===== config.mk =====
export PLATFORM = sky130hd
export DESIGN_NAME = pfe_cell
export DESIGN_NICKNAME = d
export VERILOG_FILES = /design/src/hdl/pfe_pkg.sv /design/src/hdl/pfe_cell.sv
export SDC_FILE = /design/constraint.sdc
export NUM_CORES = 1
export LEC_CHECK = 0
export BUFFER_PORTS_ARGS = -buffer_cell sky130_fd_sc_hd__buf_2
export CAP_MARGIN = 5
export CORE_MARGIN = 2
export CORE_UTILIZATION = 45
export CTS_CLUSTER_DIAMETER = 40
export DETAILED_ROUTE_END_ITERATION = 8
export HOLD_SLACK_MARGIN = 0.08
export PLACE_DENSITY = 0.85
export SYNTH_ARGS = -nofsm -noshare
export SYNTH_HDL_FRONTEND = slang
export SYNTH_SLANG_ARGS = --single-unit
export TNS_END_PERCENT = 5

===== constraint.sdc =====
create_clock -name i_clk -period 3.7 [get_ports i_clk]
set_clock_uncertainty 0.2 [all_clocks]
set_input_delay 0.185 -clock i_clk [delete_from_list [all_inputs] [get_ports i_clk]]
set_output_delay 0.185 -clock i_clk [all_outputs]
set_load 0.01 [all_outputs]

===== src/hdl/pfe_pkg.sv =====
package pfe_pkg;

    localparam int DATA_W              = 32;
    localparam int STACK_DEPTH_DEFAULT = 64;

    localparam logic [7:0] CHAR_ZERO  = 8'd48;
    localparam logic [7:0] CHAR_NINE  = 8'd57;
    localparam logic [7:0] CHAR_PLUS  = 8'h2b;
    localparam logic [7:0] CHAR_MINUS = 8'h2d;
    localparam logic [7:0] CHAR_STAR  = 8'h2a;
    localparam logic [7:0] CHAR_SLASH = 8'h2f;

    localparam logic [1:0] STATUS_OK        = 2'd0;
    localparam logic [1:0] STATUS_MALFORMED = 2'd1;
    localparam logic [1:0] STATUS_DIVZERO   = 2'd2;
    localparam logic [1:0] STATUS_OVERFLOW  = 2'd3;

    typedef struct packed {
        logic [7:0] char_code;
        logic       end_of_expr;
    } t_in_item;

    typedef struct packed {
        logic signed [DATA_W-1:0] value;
        logic [1:0]               status;
    } t_out_item;

    typedef enum logic [1:0] {
        ST_IDLE,
        ST_DIV,
        ST_FIN
    } t_state;

    typedef enum logic [1:0] {
        CELL_HOLD,
        CELL_TAKE_ABOVE,
        CELL_TAKE_BELOW
    } t_cell_op;

    typedef struct packed {
        logic              start;
        logic [DATA_W-1:0] dividend;
        logic [DATA_W-1:0] divisor;
    } t_div_req;

    typedef struct packed {
        logic              done;
        logic [DATA_W-1:0] quotient;
    } t_div_rsp;

endpackage


===== src/hdl/pfe_cell.sv =====
module pfe_cell (
    input  logic                      i_clk,
    input  pfe_pkg::t_cell_op         i_op,
    input  logic [pfe_pkg::DATA_W-1:0] i_above,
    input  logic [pfe_pkg::DATA_W-1:0] i_below,
    output logic [pfe_pkg::DATA_W-1:0] o_value
);

    logic [pfe_pkg::DATA_W-1:0] r_value;
    logic [pfe_pkg::DATA_W-1:0] n_value;

    always_comb begin
        case (i_op)
            pfe_pkg::CELL_TAKE_ABOVE: n_value = i_above;
            pfe_pkg::CELL_TAKE_BELOW: n_value = i_below;
            default:                  n_value = r_value;
        endcase
    end

    always_ff @(posedge i_clk) begin
        r_value <= n_value;
    end

    assign o_value = r_value;

endmodule


* Word level (Yosys, flattened, before mapping)
Cells that the tools add are included.
** Storage, ports and cells
- Flip-flop bits (word level) :: 32
- Input port bits :: 67
- Output and inout port bits :: 32
- Logic and storage cells :: 5
** Cells by class
- Eq/ne operators :: 2
- Muxes and demuxes :: 1
- Reduce and logical (&&, ||, !) cells :: 1
** Operators with widths (number)
- $pmux W32 S2 :: 1
- $eq A2 B1 Y1 const B :: 1
- $eq A2 B2 Y1 const B :: 1
- $reduce_bool A2 Y1 :: 1

* Depth between registers and ports, before layout
- Depth in word-level cells :: 2
- Gate-level depth with buffers :: 5
- Gate-level depth less buffers :: 3

* Least setup slack after synthesis
Ideal clock, no wire load.
- Path kind :: in2reg
- Start :: input i_op[0]
- End :: register r_value, in the netlist o_value[0], enable pin
- Setup time :: 0.387 ns
- Arrival :: 1.123 ns
- Required time :: 3.113 ns
- Slack :: 1.990 ns
- Stages :: 3
- Path buffers :: 0
- Cells stage by stage :: inv_1 ha_1 inv_1
** On the way
- Longest elaborated chain between the ends :: 2
- Elaborated cells on any way between the ends :: 3
- Those cells by class :: 2 x eq/ne; 1 x reduce/logical
** Ends and longest elaborated chain
- start: declaration :: RTL line pfe_cell.sv:3 : input pfe_pkg::t_cell_op i_op,
- $eq A2 B2 Y1 / $eq A2 B1 Y1 (equally long branches) :: RTL line pfe_cell.sv:13 : case (i_op)
- $reduce_bool A2 Y1 (no source line) (*)
- end signal: assignment :: RTL line pfe_cell.sv:21 : r_value <= n_value;
- end: declaration :: RTL line pfe_cell.sv:9 : logic [pfe_pkg::DATA_W-1:0] r_value;
Every way passes the cells marked *; elsewhere a longest branch is shown, timed or not.
A chain may end at the register's enable or synchronous reset.

* Worst setup path in the final report
- Start :: input i_op[0]
- End :: register r_value, in the netlist o_value[31], data pin
** On the way
- Longest elaborated chain between the ends :: 2
- Elaborated cells on any way between the ends :: 3
- Those cells by class :: 2 x eq/ne; 1 x mux
** Ends and longest elaborated chain
- $eq A2 B2 Y1 / $eq A2 B1 Y1 (equally long branches) :: RTL line pfe_cell.sv:13
- $pmux W32 S2 (*) :: RTL line pfe_cell.sv:13
- via n_value (one bit) :: RTL line pfe_cell.sv:10 : logic [pfe_pkg::DATA_W-1:0] n_value;
Mark *: on every way through the listed nets, which the timed path passes. The rest lies on a longest branch.

==> metrics.md <==
| Metric | Value |
|---|---|
| Status | `finished, final reports clean` |
| Final core occ | `82.8%` |
| Max_cap viols | `0` |
| Post-Place Cells | `211` |
| Critical path type | `input port to flop` |
| Starting DRT DRC Count | `51` |
| Fillers | `176` |
| Max Slew Vio Count | `0` |
| Kind of start point of the critical path | `input port` |
| Clock sink total | `32` |
| Final Critical Period | `2.32 ns` |
| Layout area overhead | `78.3%` |
| Ports | `99` |
| CTS buffer count | `5` |
| Antenna Violating Nets Remaining | `0` |
| Gr ovfl total | `0` |
| Antenna diodes | `0` |
| Post-Synth Adder-Cell Area | `0.820%` |
| Netlist cell types | `7` |
| Post-Synthesis Cell Area | `1530 µm²` |
| FF+latch count, synth | `32` |
| Unrepaired setup endpoints after global routing | `false` |
| H-tree depth | `2` |
| FF+latch area | `961 µm²` |
| Post-Synthesis Cells | `71` |
| Largest register FFs | `32` |
| Placer Congestion | `0.685` |
| Max frequency | `430 MHz` |
| Post-Synth Simple-Gate Area | `0%` |
| Placed cell area | `2000 µm²` |
| Sequential-to-total area share from yosys stat | `63.0%` |
| Worst path required time | `3.58 ns` |
| WL/cell | `14.6 µm` |
| Die area | `3870 µm²` |
| Largest net degree at the start of global routing | `33` |
| Cell Rows | `21` |
| Fin crit share | `62.8%` |
| VDD IR max | `0.000222 V` |
| Power Density | `362 nW/µm²` |
| Tot GR Track Use | `22.0%` |
| DRC violations left | `0` |
| Net Count, Synth | `139` |
| Hold crit path type | `input port to flop` |
| Initial antenna violation count | `0` |
| Final non-filler cell total | `283` |
| Leakage Power | `1.26 nW` |
| Core Area | `3280 µm²` |
| Die Wd | `62.2 µm` |
| Worst slew pin tran | `1.18 ns` |
| Die height | `62.2 µm` |
| Crit-path cells | `buf_2, inv_1, ha_2, mux2_2, dlygate4sd3_1` |
| CTS tree | `yes` |
| Setup Viol. Count Final | `0` |
| Total negative slack | `0 ns` |
| Via count | `1273` |
| Drt total wl | `4.12 mm` |
| Pre-CTS setup slack | `1.59 ns` |
| Yosys warning count | `0` |
| Multiplexer share of the synthesized area | `31.0%` |
| Vias in the first global route | `1290` |
| Nature of the critical path endpoint | `flop` |
| Slack of the critical path | `1.38 ns` |
| Syn_area_per_cell | `21.5 µm²` |
| Crit path DAT | `2.21 ns` |
| Proportion of layout cells with a drive suffix above 1 | `57.8%` |
| DR pass1 iterations | `4` |
| Buffers added on ports | `98` |
| Largest family of logic cells by synthesized area | `multiplexers` |
| Slew Limit Headroom | `21.2%` |
| XOR/XNOR share of the synthesized area | `0%` |
| Tot Pwr | `0.986 mW` |
| Worst Path Buf+Inv | `3` |
| Crit-path max FO | `32` |
| Top Family by Delay on Critical Path | `adder cells` |
| First-pass GRT wire length | `6.35 mm` |
| Number of nets in the layout | `304` |
| Synth Area in Compound Gates | `0%` |
| Max stage delay cell, worst path | `ha_2` |
| Crit-path max cell delay | `0.88 ns` |
| Worst hold slack | `0.482 ns` |
| Fin area | `2720 µm²` |
| Root Buffer | `clkbuf_4` |
| Max clock buf depth | `2` |
| Worst-path clk slew | `0.11 ns` |
| Multi-input gate area | `488 µm²` |
| Initial Util | `46.4%` |
| Via-to-Cell Ratio | `4.50` |
| Hold Vio Cnt, Final | `0` |
report_power, final:
part	internal [mW]	leakage (nW)	switching, mW
combinational	0.154	0.902	0.0986
sequential	0.462	0.313	0.0153
clock	0.138	0.0403	0.118
total	0.754	1.26	0.232
area by class of cell:
type	instances	share of cell area (%)
flip-flops and latches	32	35.3
clock inverters	3	1.38
repair buffers	162	41.6
multi-input cells	33	17.9
well taps	46	2.12
inverters	2	0.276
clock buffers	5	1.38
synthesized netlist by cell type:
cell	instances	share of area, %
edfxtp_1	32	63
mux2_4	30	30
buf_12	3	3.9
inv_1	2	0.49
mux2_2	2	1.5
buf_6	1	0.74
ha_1	1	0.82
cell usage in the layout, fill, tap and decap left out:
master	count
buf_2	98
dlygate4sd3_1	64
edfxtp_1	32
mux2_4	30
clkbuf_4	5
inv_1	2
mux2_2	2
clkinv_1	2
ha_2	1
bufinv_16	1
metal layers:
layer,global-route usage (%),part of all wire [%],vias up
li1,-,-,604
met1,22.4,38,588
met2,41.7,53,72
met3,6.34,6.5,9
met4,8.89,1.9,0
met5,0,0,-
kinds of logic after synthesis:
family,count (synthesis)
fa+ha+maj,1
buf+inv,6
flops,32
mux,32
worst paths after layout:
| kind | startpoint | slack, ns | to | cells past startpoint |
|---|---|---|---|---|
| worst max-delay path | i_op[0] | 1.38 | o_value[31] | 5 |
| worst min-delay path | i_below[1] | 0.48 | o_value[1] | 3 |
timing repair:
action / in CTS / in global routing
buffers inserted: 0 / 0
resized for setup: 0 / 0
hold buffers: 64 / 0
hold endpoints to repair: 32 / 0
No activity file was read; power rests on OpenSTA's default activity.
