==> src/hdl/pfe_pkg.sv <==
package pfe_pkg;

    localparam int DATA_W              = 32;
    localparam int STACK_DEPTH_DEFAULT = 64;

    localparam logic [7:0] CHAR_ZERO  = 8'd48;
    localparam logic [7:0] CHAR_NINE  = 8'd57;
    localparam logic [7:0] CHAR_PLUS  = 8'h2b;
    localparam logic [7:0] CHAR_MINUS = 8'h2d;
    localparam logic [7:0] CHAR_STAR  = 8'h2a;
    localparam logic [7:0] CHAR_SLASH = 8'h2f;

    localparam logic [1:0] STATUS_OK        = 2'd0;
    localparam logic [1:0] STATUS_MALFORMED = 2'd1;
    localparam logic [1:0] STATUS_DIVZERO   = 2'd2;
    localparam logic [1:0] STATUS_OVERFLOW  = 2'd3;

    typedef struct packed {
        logic [7:0] char_code;
        logic       end_of_expr;
    } t_in_item;

    typedef struct packed {
        logic signed [DATA_W-1:0] value;
        logic [1:0]               status;
    } t_out_item;

    typedef enum logic [1:0] {
        ST_IDLE,
        ST_DIV,
        ST_FIN
    } t_state;

    typedef enum logic [1:0] {
        CELL_HOLD,
        CELL_TAKE_ABOVE,
        CELL_TAKE_BELOW
    } t_cell_op;

    typedef struct packed {
        logic              start;
        logic [DATA_W-1:0] dividend;
        logic [DATA_W-1:0] divisor;
    } t_div_req;

    typedef struct packed {
        logic              done;
        logic [DATA_W-1:0] quotient;
    } t_div_rsp;

endpackage

==> src/hdl/pfe_divider.sv <==
module pfe_divider (
    input  logic              i_clk,
    input  logic              i_rst_n,
    input  pfe_pkg::t_div_req i_req,
    output pfe_pkg::t_div_rsp o_rsp
);

    logic                        r_busy;
    logic                        r_done;
    logic                        r_neg;
    logic [4:0]                  r_cnt;
    logic [pfe_pkg::DATA_W-1:0]  r_rem;
    logic [pfe_pkg::DATA_W-1:0]  r_quo;
    logic [pfe_pkg::DATA_W-1:0]  r_div;
    logic [pfe_pkg::DATA_W:0]    w_rem_sh;
    logic [pfe_pkg::DATA_W:0]    w_diff;
    logic                        w_fits;

    assign w_rem_sh = {r_rem, r_quo[pfe_pkg::DATA_W-1]};
    assign w_diff   = w_rem_sh - {1'b0, r_div};
    assign w_fits   = w_rem_sh >= {1'b0, r_div};

    always_ff @(posedge i_clk) begin
        if (!i_rst_n) begin
            r_busy <= 1'b0;
            r_done <= 1'b0;
        end else begin
            r_done <= r_busy && (r_cnt == 5'd31);
            if (i_req.start) begin
                r_busy <= 1'b1;
            end else if (r_busy && (r_cnt == 5'd31)) begin
                r_busy <= 1'b0;
            end
        end
    end

    always_ff @(posedge i_clk) begin
        if (i_req.start) begin
            r_neg <= i_req.dividend[pfe_pkg::DATA_W-1] ^ i_req.divisor[pfe_pkg::DATA_W-1];
            r_quo <= i_req.dividend[pfe_pkg::DATA_W-1] ? (~i_req.dividend + 1'b1)
                                                       : i_req.dividend;
            r_div <= i_req.divisor[pfe_pkg::DATA_W-1] ? (~i_req.divisor + 1'b1)
                                                      : i_req.divisor;
            r_rem <= '0;
            r_cnt <= '0;
        end else if (r_busy) begin
            r_rem <= w_fits ? w_diff[pfe_pkg::DATA_W-1:0] : w_rem_sh[pfe_pkg::DATA_W-1:0];
            r_quo <= {r_quo[pfe_pkg::DATA_W-2:0], w_fits};
            r_cnt <= r_cnt + 5'd1;
        end
    end

    assign o_rsp.done     = r_done;
    assign o_rsp.quotient = r_neg ? (~r_quo + 1'b1) : r_quo;

endmodule

==> config.mk <==
export PLATFORM = sky130hd
export DESIGN_NAME = pfe_divider
export DESIGN_NICKNAME = d
export VERILOG_FILES = /design/src/hdl/pfe_pkg.sv /design/src/hdl/pfe_divider.sv
export SDC_FILE = /design/constraint.sdc
export NUM_CORES = 1
export LEC_CHECK = 0
export BUFFER_PORTS_ARGS = -buffer_cell sky130_fd_sc_hd__buf_2
export CORE_AREA = 4 4 125 127
export DETAILED_ROUTE_END_ITERATION = 10
export DIE_AREA = 0 0 129 131
export GPL_ROUTABILITY_DRIVEN = 0
export HOLD_SLACK_MARGIN = 0.06
export PLACE_DENSITY = 0.83
export SETUP_SLACK_MARGIN = 0.15
export SLEW_MARGIN = 40
export SYNTH_ARGS = -nofsm -noshare
export SYNTH_HDL_FRONTEND = slang
export SYNTH_SLANG_ARGS = --single-unit
==> constraint.sdc <==
create_clock -name i_clk -period 4 [get_ports i_clk]
set_clock_uncertainty 0.15 [all_clocks]
set_input_delay 0.6 -clock i_clk [delete_from_list [all_inputs] [get_ports i_clk]]
set_output_delay 0.6 -clock i_clk [all_outputs]
set_load 0.01 [all_outputs]
## After elaboration in Yosys (flattened, before gate mapping)

Index checks and enable logic that the tools add are counted.

| operators by class | value |
|---|---|
| reduce and logical (&&, ||, !) cells | 3 |
| div/mod/pow operators | 0 |
| $mul | 0 |
| bitwise logic cells | 4 |
| $lt $le $gt $ge | 1 |
| add/subtract/negate cells | 5 |
| multiplexer cells | 8 |
| equal/unequal tests | 1 |
| shift operators | 0 |

Operators by type and width:

| kind | number |
|---|---|
| 32-bit two-way mux | 5 |
| 32-bit by 1-bit adder with 32-bit output (second input constant) | 3 |
| 32-bit inverter | 3 |
| 33-bit by 32-bit >= comparator with 1-bit output | 1 |
| 32-bit subtractor | 1 |
| 31-bit two-way mux | 1 |
| 5-bit by 1-bit adder with 5-bit output (second input constant) | 1 |
| 5-bit == test (second input constant) | 1 |
| 2-bit nonzero test | 2 |
| 1-bit two-way mux | 2 |
| 1-bit logical AND | 1 |
| 1-bit XOR | 1 |

| word-level totals | value |
|---|---|
| memories kept | 0 |
| bits in registers | 104 |
| input bits | 67 |
| word-level logic and storage cells | 30 |
| bits in latches | 0 |
| output and inout port bits | 33 |
| memory bits (writable) | 0 |
| bits in read-only memories | 0 |

## Longest topological paths before layout

Gate-level depths: netlist of run 1.

| logic depth | value |
|---|---|
| word-level depth | 4 |
| depth in mapped cells | 13 |
| mapped depth without buffers | 11 |

## Least setup slack after synthesis of run 1

OpenSTA, ideal clock, no wires.

| path | value |
|---|---|
| path type | flip-flop to output port |
| start point | reg r_quo[10] in the netlist's numbering |
| end point | out o_rsp[29] in the netlist's numbering |
| slack | 0.102 ns |
| buffers on the path | 0 |
| arrival | 3.148 ns |
| stages on the path, launching flop included | 9 |
| data required time | 3.250 ns |
| cell sequence | edfxtp_1 > or4_4 > nor4_4 > or3b_1 > or3_1 > or4_4 > or4_4 > o41ai_2 > xnor2_1 |

RTL lines:

| what | line | text |
|---|---|---|
| start: declaration | pfe_divider.sv:13 | `logic [pfe_pkg::DATA_W-1:0] r_quo;` |
| start signal: assignment | pfe_divider.sv:40 | `r_quo <= i_req.dividend[pfe_pkg::DATA_W-1] ? (~i_req.dividend + 1'b1)` |
| start signal: assignment | pfe_divider.sv:48 | `r_quo <= {r_quo[pfe_pkg::DATA_W-2:0], w_fits};` |
| end: declaration | pfe_divider.sv:5 | `output pfe_pkg::t_div_rsp o_rsp` |

==> results.yml, run 1 <==
critical_path:
  cp.arrival_ns: 3.73
  rr_startpoint: "r_div[10]$_DFFE_PP_"
  critical_path_required_ns: 3.25
  reg2regPathDepth: 11
  crit_top_cell: "or4_4"
  critical-path-slowest-cell: "or4_4"
  path_class: "flip-flop to primary output"
  cp_num_buf_inv: 1
  worstSetupEndpointType: "primary output"
  critical-path-top-delay-family: "simple AND/OR/NAND/NOR gates"
  timing.rr.end: "r_rem[30]$_SDFFE_PP0P_"
  worst-r2r-setup-slack_ns: 0.70
  crit_path_max_incr_delay_ns: 0.57
  crit_path_cell_trace: "or4_4 -> nor4_4 -> or3b_4 -> or3_4 -> or4_4 -> or4_4 -> o31ai_4 -> xnor2_1 -> buf_2"
  critical_path_depth: 9
  critical_path_peak_fanout: 3
  cp-start-kind: "flip-flop"
placement:
  port_buffers: 99
  hpwlAfterDp_um: 13600
  place_inst: 1168
timing:
  min_clock_period_post_route_ns: 4.48
  finalHoldViolations: 0
  timing.setup.tns_ns: -2.56
  rsz0062_at_grt: "yes"
  achievable-frequency_mhz: 223
  post-route-worst-setup-slack_ns: -0.478
  final-setup-viol-count: 7
  worst_slew_pin_slew_ns: 0.684
  max-slew-margin-rel_pct: 54.0
  final_min_period_over_clock_period_pct: 112
  report.final.slew_viol_count: 0
  hold_slack_ns: 0.312
detailed_routing:
  antenna_left: 0
  routed-via-count: 6948
  drt-wirelength-per-cell_um: 15.4
  drt_wl_total_um: 18300
  drc: 0
  first_pass_iters: 5
  vias_per_cell: 5.84
  detail_route.iter0.violations: 603
floorplanning:
  die_h_um: 131
  io_pins: 100
  die_w_um: 129
  dieArea_sq_mm: 0.0169
  rows: 44
  core_area_sq_mm: 0.0144
  initial_core_utilization_pct: 53.6
grt:
  global_route.overflow_total: 0
  grt_first_pass_wirelength_um: 30000
  antenna_violations_before_repair: 0
  grtUsageTotal_pct: 21.9
  first_global_vias: 6321
  grt_start_max_net_pins: 85
layout:
  layout-drive-gt1-share_pct: 16.3
  synthToLayoutAreaGrowth_pct: 15.0
  num-nets-final: 1106
  mostFrequentLayoutCell: "nand2_1"
  post_layout_instance_count_excluding_filler_cells: 1190
  antenna_cells_inserted: 0
  layout.cells.most_common_list: "nand2_1, buf_2, nor2_1, xnor2_1, edfxtp_1"
pwr:
  combinationalPowerShare_pct: 31.6
  static-leakage-power_uw: 0.00357
  total_power_uw: 3350
  clock_group_share_of_total_power_pct: 27.7
  total_switching_power_uw: 1130
  power.ir.vdd_worst_mv: 0.310
  switching_share_pct: 33.8
  cellPowerDensity_mw_per_mm2: 377
  seqPwrFrac_pct: 40.7
  p_int_uw: 2220
logic_synthesis:
  synthesis.area_per_instance_sq_um: 8.55
  synth_warnings: 0
  synth_edf_count: 65
  synth-main-ff-cell: "edfxtp_1"
  yosys_register_bits: 104
  ys_seq_area_share_pct: 35.3
  synth.cell_area_sq_mm: 0.00773
  count_of_cell_types_in_the_netlist: 63
  async_flop_share_pct: 0
  netlist_instances: 905
  syn-num-nets: 1010
worst_hold_path:
  worst_hold_path_type: "input pin to flip-flop"
  min_path_cells: 2
  hold_crit_start: "i_rst_n"
  min_to: "r_busy$_SDFFE_PN0P_"
clock_tree:
  clkSinkCount: 104
  tritoncts.num_buffers: 9
  clockBufferDepth: 2
  clock_tree_from_tritoncts: "done"
  clk_pin_slew_worst_paths_ns: 0.08
  clock_latency_ns: 0.36
  clock_tree.root_cell: "clkbuf_16"
  cts_hold_buf: 0
  cts.htree.levels: 3
outcome:
  violations: "negative setup slack"
  outcome: "complete, but fails checks"
run:
  max_cap_violations: 0
-- cell type report --
class / instances / area, sq um
clock buffer: 11 / 275
tap: 184 / 230
fill: 1242 / 5530
sequential: 104 / 2730
inverter: 47 / 176
multi-input combinational: 713 / 4730
timing repair buffer: 126 / 712
clock inverter: 5 / 38.8
-- worst register-to-register path: cells and delay by family (launching register included) --
kind	cells	cell delay, ns
AND/OR/NAND/NOR	5	1.42
buffers and inverters	2	0.30
adder cells (fa/ha/maj)	1	0.39
AO/OA/AOI/OAI	3	0.64
flip-flops	1	0.32
-- cell usage after synthesis (3+ instances only) --
| cell type | n | area [sq um] |
|---|---|---|
| nand3b_1 | 5 | 37.5 |
| and3_1 | 6 | 37.5 |
| a41oi_1 | 3 | 26.3 |
| a21oi_1 | 63 | 315 |
| xnor2_1 | 76 | 666 |
| edfxtp_1 | 65 | 1950 |
| o31ai_1 | 23 | 173 |
| a21boi_0 | 3 | 22.5 |
| nor3_1 | 15 | 75.1 |
| o21a_1 | 8 | 60.1 |
| nor2_1 | 89 | 334 |
| buf_1 | 5 | 18.8 |
| a31oi_1 | 5 | 31.3 |
| o21ai_0 | 51 | 255 |
| dfxtp_1 | 39 | 781 |
| a211o_1 | 5 | 43.8 |
| mux2i_1 | 5 | 50.1 |
| a311oi_1 | 23 | 201 |
| inv_1 | 47 | 176 |
| or4_1 | 11 | 82.6 |
| nor2b_1 | 6 | 37.5 |
| xor2_1 | 36 | 315 |
| ha_1 | 37 | 463 |
| a21o_1 | 9 | 67.6 |
| nand3_1 | 14 | 70.1 |
| clkbuf_1 | 34 | 128 |
| o41ai_1 | 13 | 114 |
| o211ai_1 | 9 | 67.6 |
| or3_1 | 15 | 93.8 |
| nand2b_1 | 12 | 75.1 |
| or4_4 | 4 | 45.0 |
| nor4_1 | 6 | 37.5 |
| o21bai_1 | 6 | 45.0 |
| nand4_1 | 11 | 68.8 |
| o221ai_1 | 3 | 26.3 |
| a211oi_1 | 3 | 22.5 |
| nand2_1 | 109 | 409 |
-- metal layers --
| metal | vias to the layer above | wire (um) | GRT usage, % | part of all wire, % |
|---|---|---|---|---|
| met1 | 3179 | 8420 | 31.1 | 46 |
| met5 | - | 0 | 0 | 0 |
| met3 | 21 | 1230 | 3.94 | 6.7 |
| met4 | 0 | 240 | 6.55 | 1.3 |
| met2 | 246 | 8400 | 34.1 | 46 |
| li1 | 3502 | - | - | - |
-- sequential cells by signal, indices dropped and copies added (netlist names) --
register	flops
r_div	32
r_busy	1
r_rem	32
r_quo	32
r_cnt	5
r_neg	1
r_done	1
-- power by group through the flow --
stage / clock network [uW] / registers [uW] / logic, uW
finish: 928 / 1360 / 1060
global route: 993 / 1380 / 1180
CTS: 938 / 1360 / 1050
detailed placement: 0 / 1380 / 1040
global placement: 0 / 1380 / 1010
floorplan: 0 / 1360 / 736
-- cell families (layout without fill, tap and decap cells) --
logic type | Yosys count | count (layout) | synth area share [%]
mux | 7 | 7 | 0.938
buf+inv | 88 | 189 | 4.37
simple gates | 314 | 314 | 19.5
compound gates | 242 | 242 | 21.0
fa+ha+maj | 38 | 38 | 6.24
xor+xnor | 112 | 112 | 12.7
flops | 104 | 104 | 35.3
-- repair_timing --
action | CTS | global route
pin swaps | 2 | 3
setup endpoints to repair | 8 | 9
resized for setup | 7 | 5
buffers inserted | 3 | 3
-- how the worst max path moves through the flow --
stage	from	to
finish	r_quo[9]$_DFFE_PP_	o_rsp[28]
global placement	r_quo[10]$_DFFE_PP_	o_rsp[28]
detailed placement	r_quo[9]$_DFFE_PP_	o_rsp[28]
CTS	r_quo[10]$_DFFE_PP_	o_rsp[28]
global route	r_quo[10]$_DFFE_PP_	o_rsp[29]
floorplan	r_quo[10]$_DFFE_PP_	o_rsp[29]
-- through the flow --
stage / instance area (sq um) / util [%] / setup WS [ns]
floorplan: 7730 / - / 0.103
global placement: 8450 / 58.6 / 0.00295
detailed placement: 8470 / 58.7 / -0.103
CTS: 8850 / 61.4 / -0.466
global route: 8900 / 61.7 / -0.589
finish: 8900 / 61.7 / -0.478
No activity file was read; power rests on OpenSTA's default activity.
==> inputs of run 2 (changes only) <==
--- a/config.mk
+++ b/config.mk
@@ -6,12 +6,12 @@
 export NUM_CORES = 1
 export LEC_CHECK = 0
 export BUFFER_PORTS_ARGS = -buffer_cell sky130_fd_sc_hd__buf_2
-export CORE_AREA = 4 4 125 127
+export CORE_AREA = 4 4 120 122
 export DETAILED_ROUTE_END_ITERATION = 10
-export DIE_AREA = 0 0 129 131
+export DIE_AREA = 0 0 124 126
 export GPL_ROUTABILITY_DRIVEN = 0
 export HOLD_SLACK_MARGIN = 0.06
-export PLACE_DENSITY = 0.83
+export PLACE_DENSITY = 0.86
 export SETUP_SLACK_MARGIN = 0.15
 export SLEW_MARGIN = 40
 export SYNTH_ARGS = -nofsm -noshare
==> constraint.sdc (replaced) <==
create_clock -name i_clk -period 4.56 [get_ports i_clk]
set_clock_uncertainty 0.15 [all_clocks]
set_input_delay 0.684 -clock i_clk [delete_from_list [all_inputs] [get_ports i_clk]]
set_output_delay 0.684 -clock i_clk [all_outputs]
set_load 0.01 [all_outputs]
==> run 2 against run 1 <==
Global-route usage grew 3.0 points; the run now ends clean; sequential power decreased by 12%; clock power down 21%; non-clock buffer count fell by 11; highest routed layer unchanged; register-to-register slack better by 0.22 ns.
==> results.yml, run 2 (synthesis gave the netlist of run 1 again) <==
critical_path:
  cp_num_buf_inv: 1
  crit_path_cell_trace: "or4_4 -> nor4_4 -> or3b_4 -> or3_4 -> or4_4 -> or4_4 -> o41ai_4 -> xnor2_1 -> buf_2"
  path_class: "flip-flop to primary output"
  crit_path_max_incr_delay_ns: 0.48
  worstSetupEndpointType: "primary output"
  cp-start-kind: "flip-flop"
  critical-path-slowest-cell: "edfxtp_1"
  critical_path_required_ns: 3.73
  cp.arrival_ns: 3.70
  critical_path_peak_fanout: 6
  crit_top_cell: "or4_4"
  critical-path-top-delay-family: "simple AND/OR/NAND/NOR gates"
clock_tree:
  cts.htree.levels: 3
  clock_tree_from_tritoncts: "done"
  clkSinkCount: 104
  clockBufferDepth: 2
  clock_tree.root_cell: "clkbuf_16"
  clk_pin_slew_worst_paths_ns: 0.07
  clock_latency_ns: 0.35
  tritoncts.num_buffers: 9
run:
  max_cap_violations: 0
floorplanning:
  initial_core_utilization_pct: 58.6
  io_pins: 100
  die_h_um: 126
  rows: 42
  die_w_um: 124
  core_area_sq_mm: 0.0132
  dieArea_sq_mm: 0.0156
placement:
  dp_worst_setup_slack_ns: 0.317
  hpwlAfterDp_um: 13900
  port_buffers: 99
grt:
  first_global_vias: 6543
  global_route.overflow_total: 0
  antenna_violations_before_repair: 0
  grt_first_pass_wirelength_um: 31600
  grt_start_max_net_pins: 85
  grtUsageTotal_pct: 24.9
layout:
  largest_registers_ranked_by_flip_flop_count: "r_div (32), r_quo (32), r_rem (32)"
  synthToLayoutAreaGrowth_pct: 13.3
  layout-drive-gt1-share_pct: 15.4
  mostFrequentLayoutCell: "nand2_1"
  layout.cells.most_common_list: "nand2_1, buf_2, nor2_1, xnor2_1, edfxtp_1"
  antenna_cells_inserted: 0
  num-nets-final: 1095
timing:
  finalHoldViolations: 0
  rsz0062_at_grt: "yes"
  worst_slew_pin_slew_ns: 0.685
  max-slew-margin-rel_pct: 54.3
  report.final.slew_viol_count: 0
  hold_slack_ns: 0.342
  final-setup-viol-count: 0
  achievable-frequency_mhz: 220
  final_min_period_over_clock_period_pct: 99.5
  min_clock_period_post_route_ns: 4.54
  post-route-worst-setup-slack_ns: 0.0236
detailed_routing:
  drt-wirelength-per-cell_um: 16.4
  antenna_left: 0
  vias_per_cell: 6.08
  drc: 0
  routed-via-count: 7117
  detail_route.iter0.violations: 606
  drt_wl_total_um: 19200
  first_pass_iters: 5
pwr:
  cellPowerDensity_mw_per_mm2: 327
  power.ir.vdd_worst_mv: 0.219
  static-leakage-power_uw: 0.00350
outcome:
  outcome: "finished clean"
worst_hold_path:
  worst_hold_path_type: "flip-flop to flip-flop"
## run 2: power breakdown
group          switching, uW  internal (uW)
clock                    351            385
combinational            548            379
sequential              91.3           1110
total                    991           1880
## run 2: final cells by class
class / count / area (sq um)
clock buffer: 11 / 243
clock inverter: 5 / 31.3
fill: 998 / 4430
inverter: 47 / 176
multi-input combinational: 713 / 4730
sequential: 104 / 2730
tap: 176 / 220
timing repair buffer: 115 / 634
## run 2: routing by layer
layer | vias to the layer above | global-route usage [%] | share of wire [%]
met5 | - | 0 | 0
met1 | 3317 | 36.2 | 44
met2 | 293 | 37.2 | 45
met3 | 35 | 5.29 | 8.7
met4 | 0 | 7.41 | 2.1
li1 | 3472 | - | -
## run 2: tightest hold or removal path: stages (launching register included)
cell and delay, ns:
dfxtp_1 0.32, nand2_1 0.06, a311oi_1 0.07
## run 2: timing repair
action	CTS	global route
endpoints found under the setup margin	6	6
resized for setup	7	4
hold buffers	0	0
setup buffers	7	2
pin swaps	2	4
## run 2: final timing paths
path	slack (ns)	to	depth (start not counted)	start
max	0.02	o_rsp[29]	9	r_quo[7]$_DFFE_PP_
min	0.34	r_rem[5]$_SDFFE_PP0P_	2	r_rem[4]$_SDFFE_PP0P_
max reg2reg	0.92	r_rem[3]$_SDFFE_PP0P_	11	r_div[7]$_DFFE_PP_
min reg2reg	0.34	r_rem[5]$_SDFFE_PP0P_	2	r_rem[4]$_SDFFE_PP0P_
## run 2: through the flow
stage          util (%)  std cells  area, sq um  total power, uW  TNS [ns]
4_1_cts            65.9       1167         8700             2850         0
2_1_floorplan         -        905         7730             1830         0
3_5_place_dp       63.2       1144         8330             2100         0
6_report           66.4       1171         8760             2870         0
5_1_grt            66.4       1171         8760             3030    -0.310
3_3_place_gp       63.2       1144         8330             2090         0
==> inputs of run 3 (changes only) <==
--- a/config.mk
+++ b/config.mk
@@ -6,9 +6,9 @@
 export NUM_CORES = 1
 export LEC_CHECK = 0
 export BUFFER_PORTS_ARGS = -buffer_cell sky130_fd_sc_hd__buf_2
-export CORE_AREA = 4 4 120 122
+export CORE_AREA = 2 2 118 120
 export DETAILED_ROUTE_END_ITERATION = 10
-export DIE_AREA = 0 0 124 126
+export DIE_AREA = 0 0 120 122
 export GPL_ROUTABILITY_DRIVEN = 0
 export HOLD_SLACK_MARGIN = 0.06
 export PLACE_DENSITY = 0.86
==> run 3 against run 2 <==
Setup slack worse by 0.0044 ns; routed wire length is 3.2% higher; register-to-register slack worse by 0.02 ns; largest cell class unchanged.
==> results.yml, run 3 (synthesis gave the netlist of run 1 again) <==
grt:
  grtUsageTotal_pct: 26.3
  grt_first_pass_wirelength_um: 31000
  grt_start_max_net_pins: 75
  first_global_vias: 6486
  global_route.overflow_total: 0
  antenna_violations_before_repair: 0
floorplanning:
  die_w_um: 120
  core_area_sq_mm: 0.0135
  io_pins: 100
  initial_core_utilization_pct: 57.3
  dieArea_sq_mm: 0.0146
  die_h_um: 122
  rows: 43
layout:
  fillers: 1056
  synthToLayoutAreaGrowth_pct: 12.8
  antenna_cells_inserted: 0
  finish.instance_area_sq_mm: 0.00873
  largest_registers_ranked_by_flip_flop_count: "r_div (32), r_quo (32), r_rem (32)"
  mostFrequentLayoutCell: "nand2_1"
  num-nets-final: 1092
  layout.cells.most_common_list: "nand2_1, buf_2, nor2_1, xnor2_1, edfxtp_1"
  layout-drive-gt1-share_pct: 15.0
timing:
  max-slew-margin-rel_pct: 53.4
  rsz0062_at_grt: "yes"
  min_clock_period_post_route_ns: 4.54
  worst_slew_pin_slew_ns: 0.698
  hold_slack_ns: 0.343
  final-setup-viol-count: 0
  report.final.slew_viol_count: 0
  achievable-frequency_mhz: 220
  final_min_period_over_clock_period_pct: 99.6
  finalHoldViolations: 0
clock_tree:
  cts.htree.levels: 3
  clock_latency_ns: 0.36
  clkSinkCount: 104
  clock_tree_from_tritoncts: "done"
  tritoncts.num_buffers: 9
  clockBufferDepth: 2
  clk_pin_slew_worst_paths_ns: 0.07
  cts_hold_buf: 0
  clock_tree.root_cell: "clkbuf_16"
run:
  max_cap_violations: 0
detailed_routing:
  drc: 0
  antenna_left: 0
  drt_wl_total_um: 19800
  drt-wirelength-per-cell_um: 16.9
  detail_route.iter0.violations: 577
  first_pass_iters: 5
  vias_per_cell: 6.18
  routed-via-count: 7240
critical_path:
  worstSetupEndpointType: "primary output"
  timing.rr.end: "r_rem[18]$_SDFFE_PP0P_"
  rr_startpoint: "r_div[27]$_DFFE_PP_"
  timing.critical_path.from: "r_quo[7]$_DFFE_PP_"
  critical_path_required_ns: 3.73
  worst-r2r-setup-slack_ns: 0.90
  reg2regPathDepth: 11
  crit_path_end: "o_rsp[28]"
  cp-start-kind: "flip-flop"
  critical_path_peak_fanout: 3
  cp.arrival_ns: 3.71
  path_class: "flip-flop to primary output"
pwr:
  cellPowerDensity_mw_per_mm2: 328
  power.ir.vdd_worst_mv: 0.196
  static-leakage-power_uw: 0.00348
outcome:
  outcome: "finished clean"
worst_hold_path:
  worst_hold_path_type: "flip-flop to flip-flop"
placement:
  placement.cell_area_sq_mm: 0.00833
  hpwlAfterDp_um: 13600
  port_buffers: 99
[run 3: how the worst min path moves through the flow]
stage / start / end / cells after the start
finish: r_rem[24]$_SDFFE_PP0P_ / r_rem[24]$_SDFFE_PP0P_ / 2
global placement: r_rem[24]$_SDFFE_PP0P_ / r_rem[24]$_SDFFE_PP0P_ / 2
global route: r_rem[24]$_SDFFE_PP0P_ / r_rem[24]$_SDFFE_PP0P_ / 2
CTS: r_rem[24]$_SDFFE_PP0P_ / r_rem[24]$_SDFFE_PP0P_ / 2
floorplan: r_rem[28]$_SDFFE_PP0P_ / r_rem[28]$_SDFFE_PP0P_ / 2
detailed placement: r_rem[24]$_SDFFE_PP0P_ / r_rem[24]$_SDFFE_PP0P_ / 2
[run 3: final cells by class]
cell class / count / area, sq um / share of cell area, %
multi-input cells: 713 / 4720 / 54.1
clock buffers: 11 / 233 / 2.67
inverters: 47 / 176 / 2.02
flip-flops and latches: 104 / 2730 / 31.3
repair buffers: 112 / 603 / 6.91
well taps: 180 / 225 / 2.58
clock inverters: 5 / 31.3 / 0.358
[run 3: timing repair]
item                                    4_1_cts  5_1_grt
pin swaps                                     3        2
gates resized for setup                       7        4
setup buffers                                 7        1
endpoints found under the setup margin        6        6
[run 3: metal layers]
layer	share of wire, %	wire, um	GRT usage, %
met1	43	8480	37.1
met2	46	9180	40.8
met3	8.3	1640	3.70
met4	2.7	541	10.9
met5	0	0	0
[run 3: power by group]
part	internal [uW]	leakage (uW)	switching, uW
clock	370	0.000130	352
combinational	377	0.00239	551
sequential	1110	0.000958	96.3
[run 3: metrics by stage]
stage                     setup slack, ns  setup TNS [ns]  power [uW]  cells  util [%]
after CTS                          0.0431               0        2830   1170      64.2
after floorplan                     0.578               0        1830    905         -
after detailed placement            0.300               0        2110   1147      61.7
final                              0.0192               0        2860   1172      64.6
after global placement              0.418               0        2080   1147      61.7
after global routing               -0.110          -0.415        3000   1172      64.6
[run 3: worst max-delay path, cell delays in order (launching register included)]
cell      delay (ns)
edfxtp_1        0.40
or4_4           0.57
nor4_4          0.17
or3b_4          0.43
or3_4           0.38
or4_4           0.43
or4_4           0.47
o31ai_4         0.20
xnor2_1         0.14
buf_2           0.15
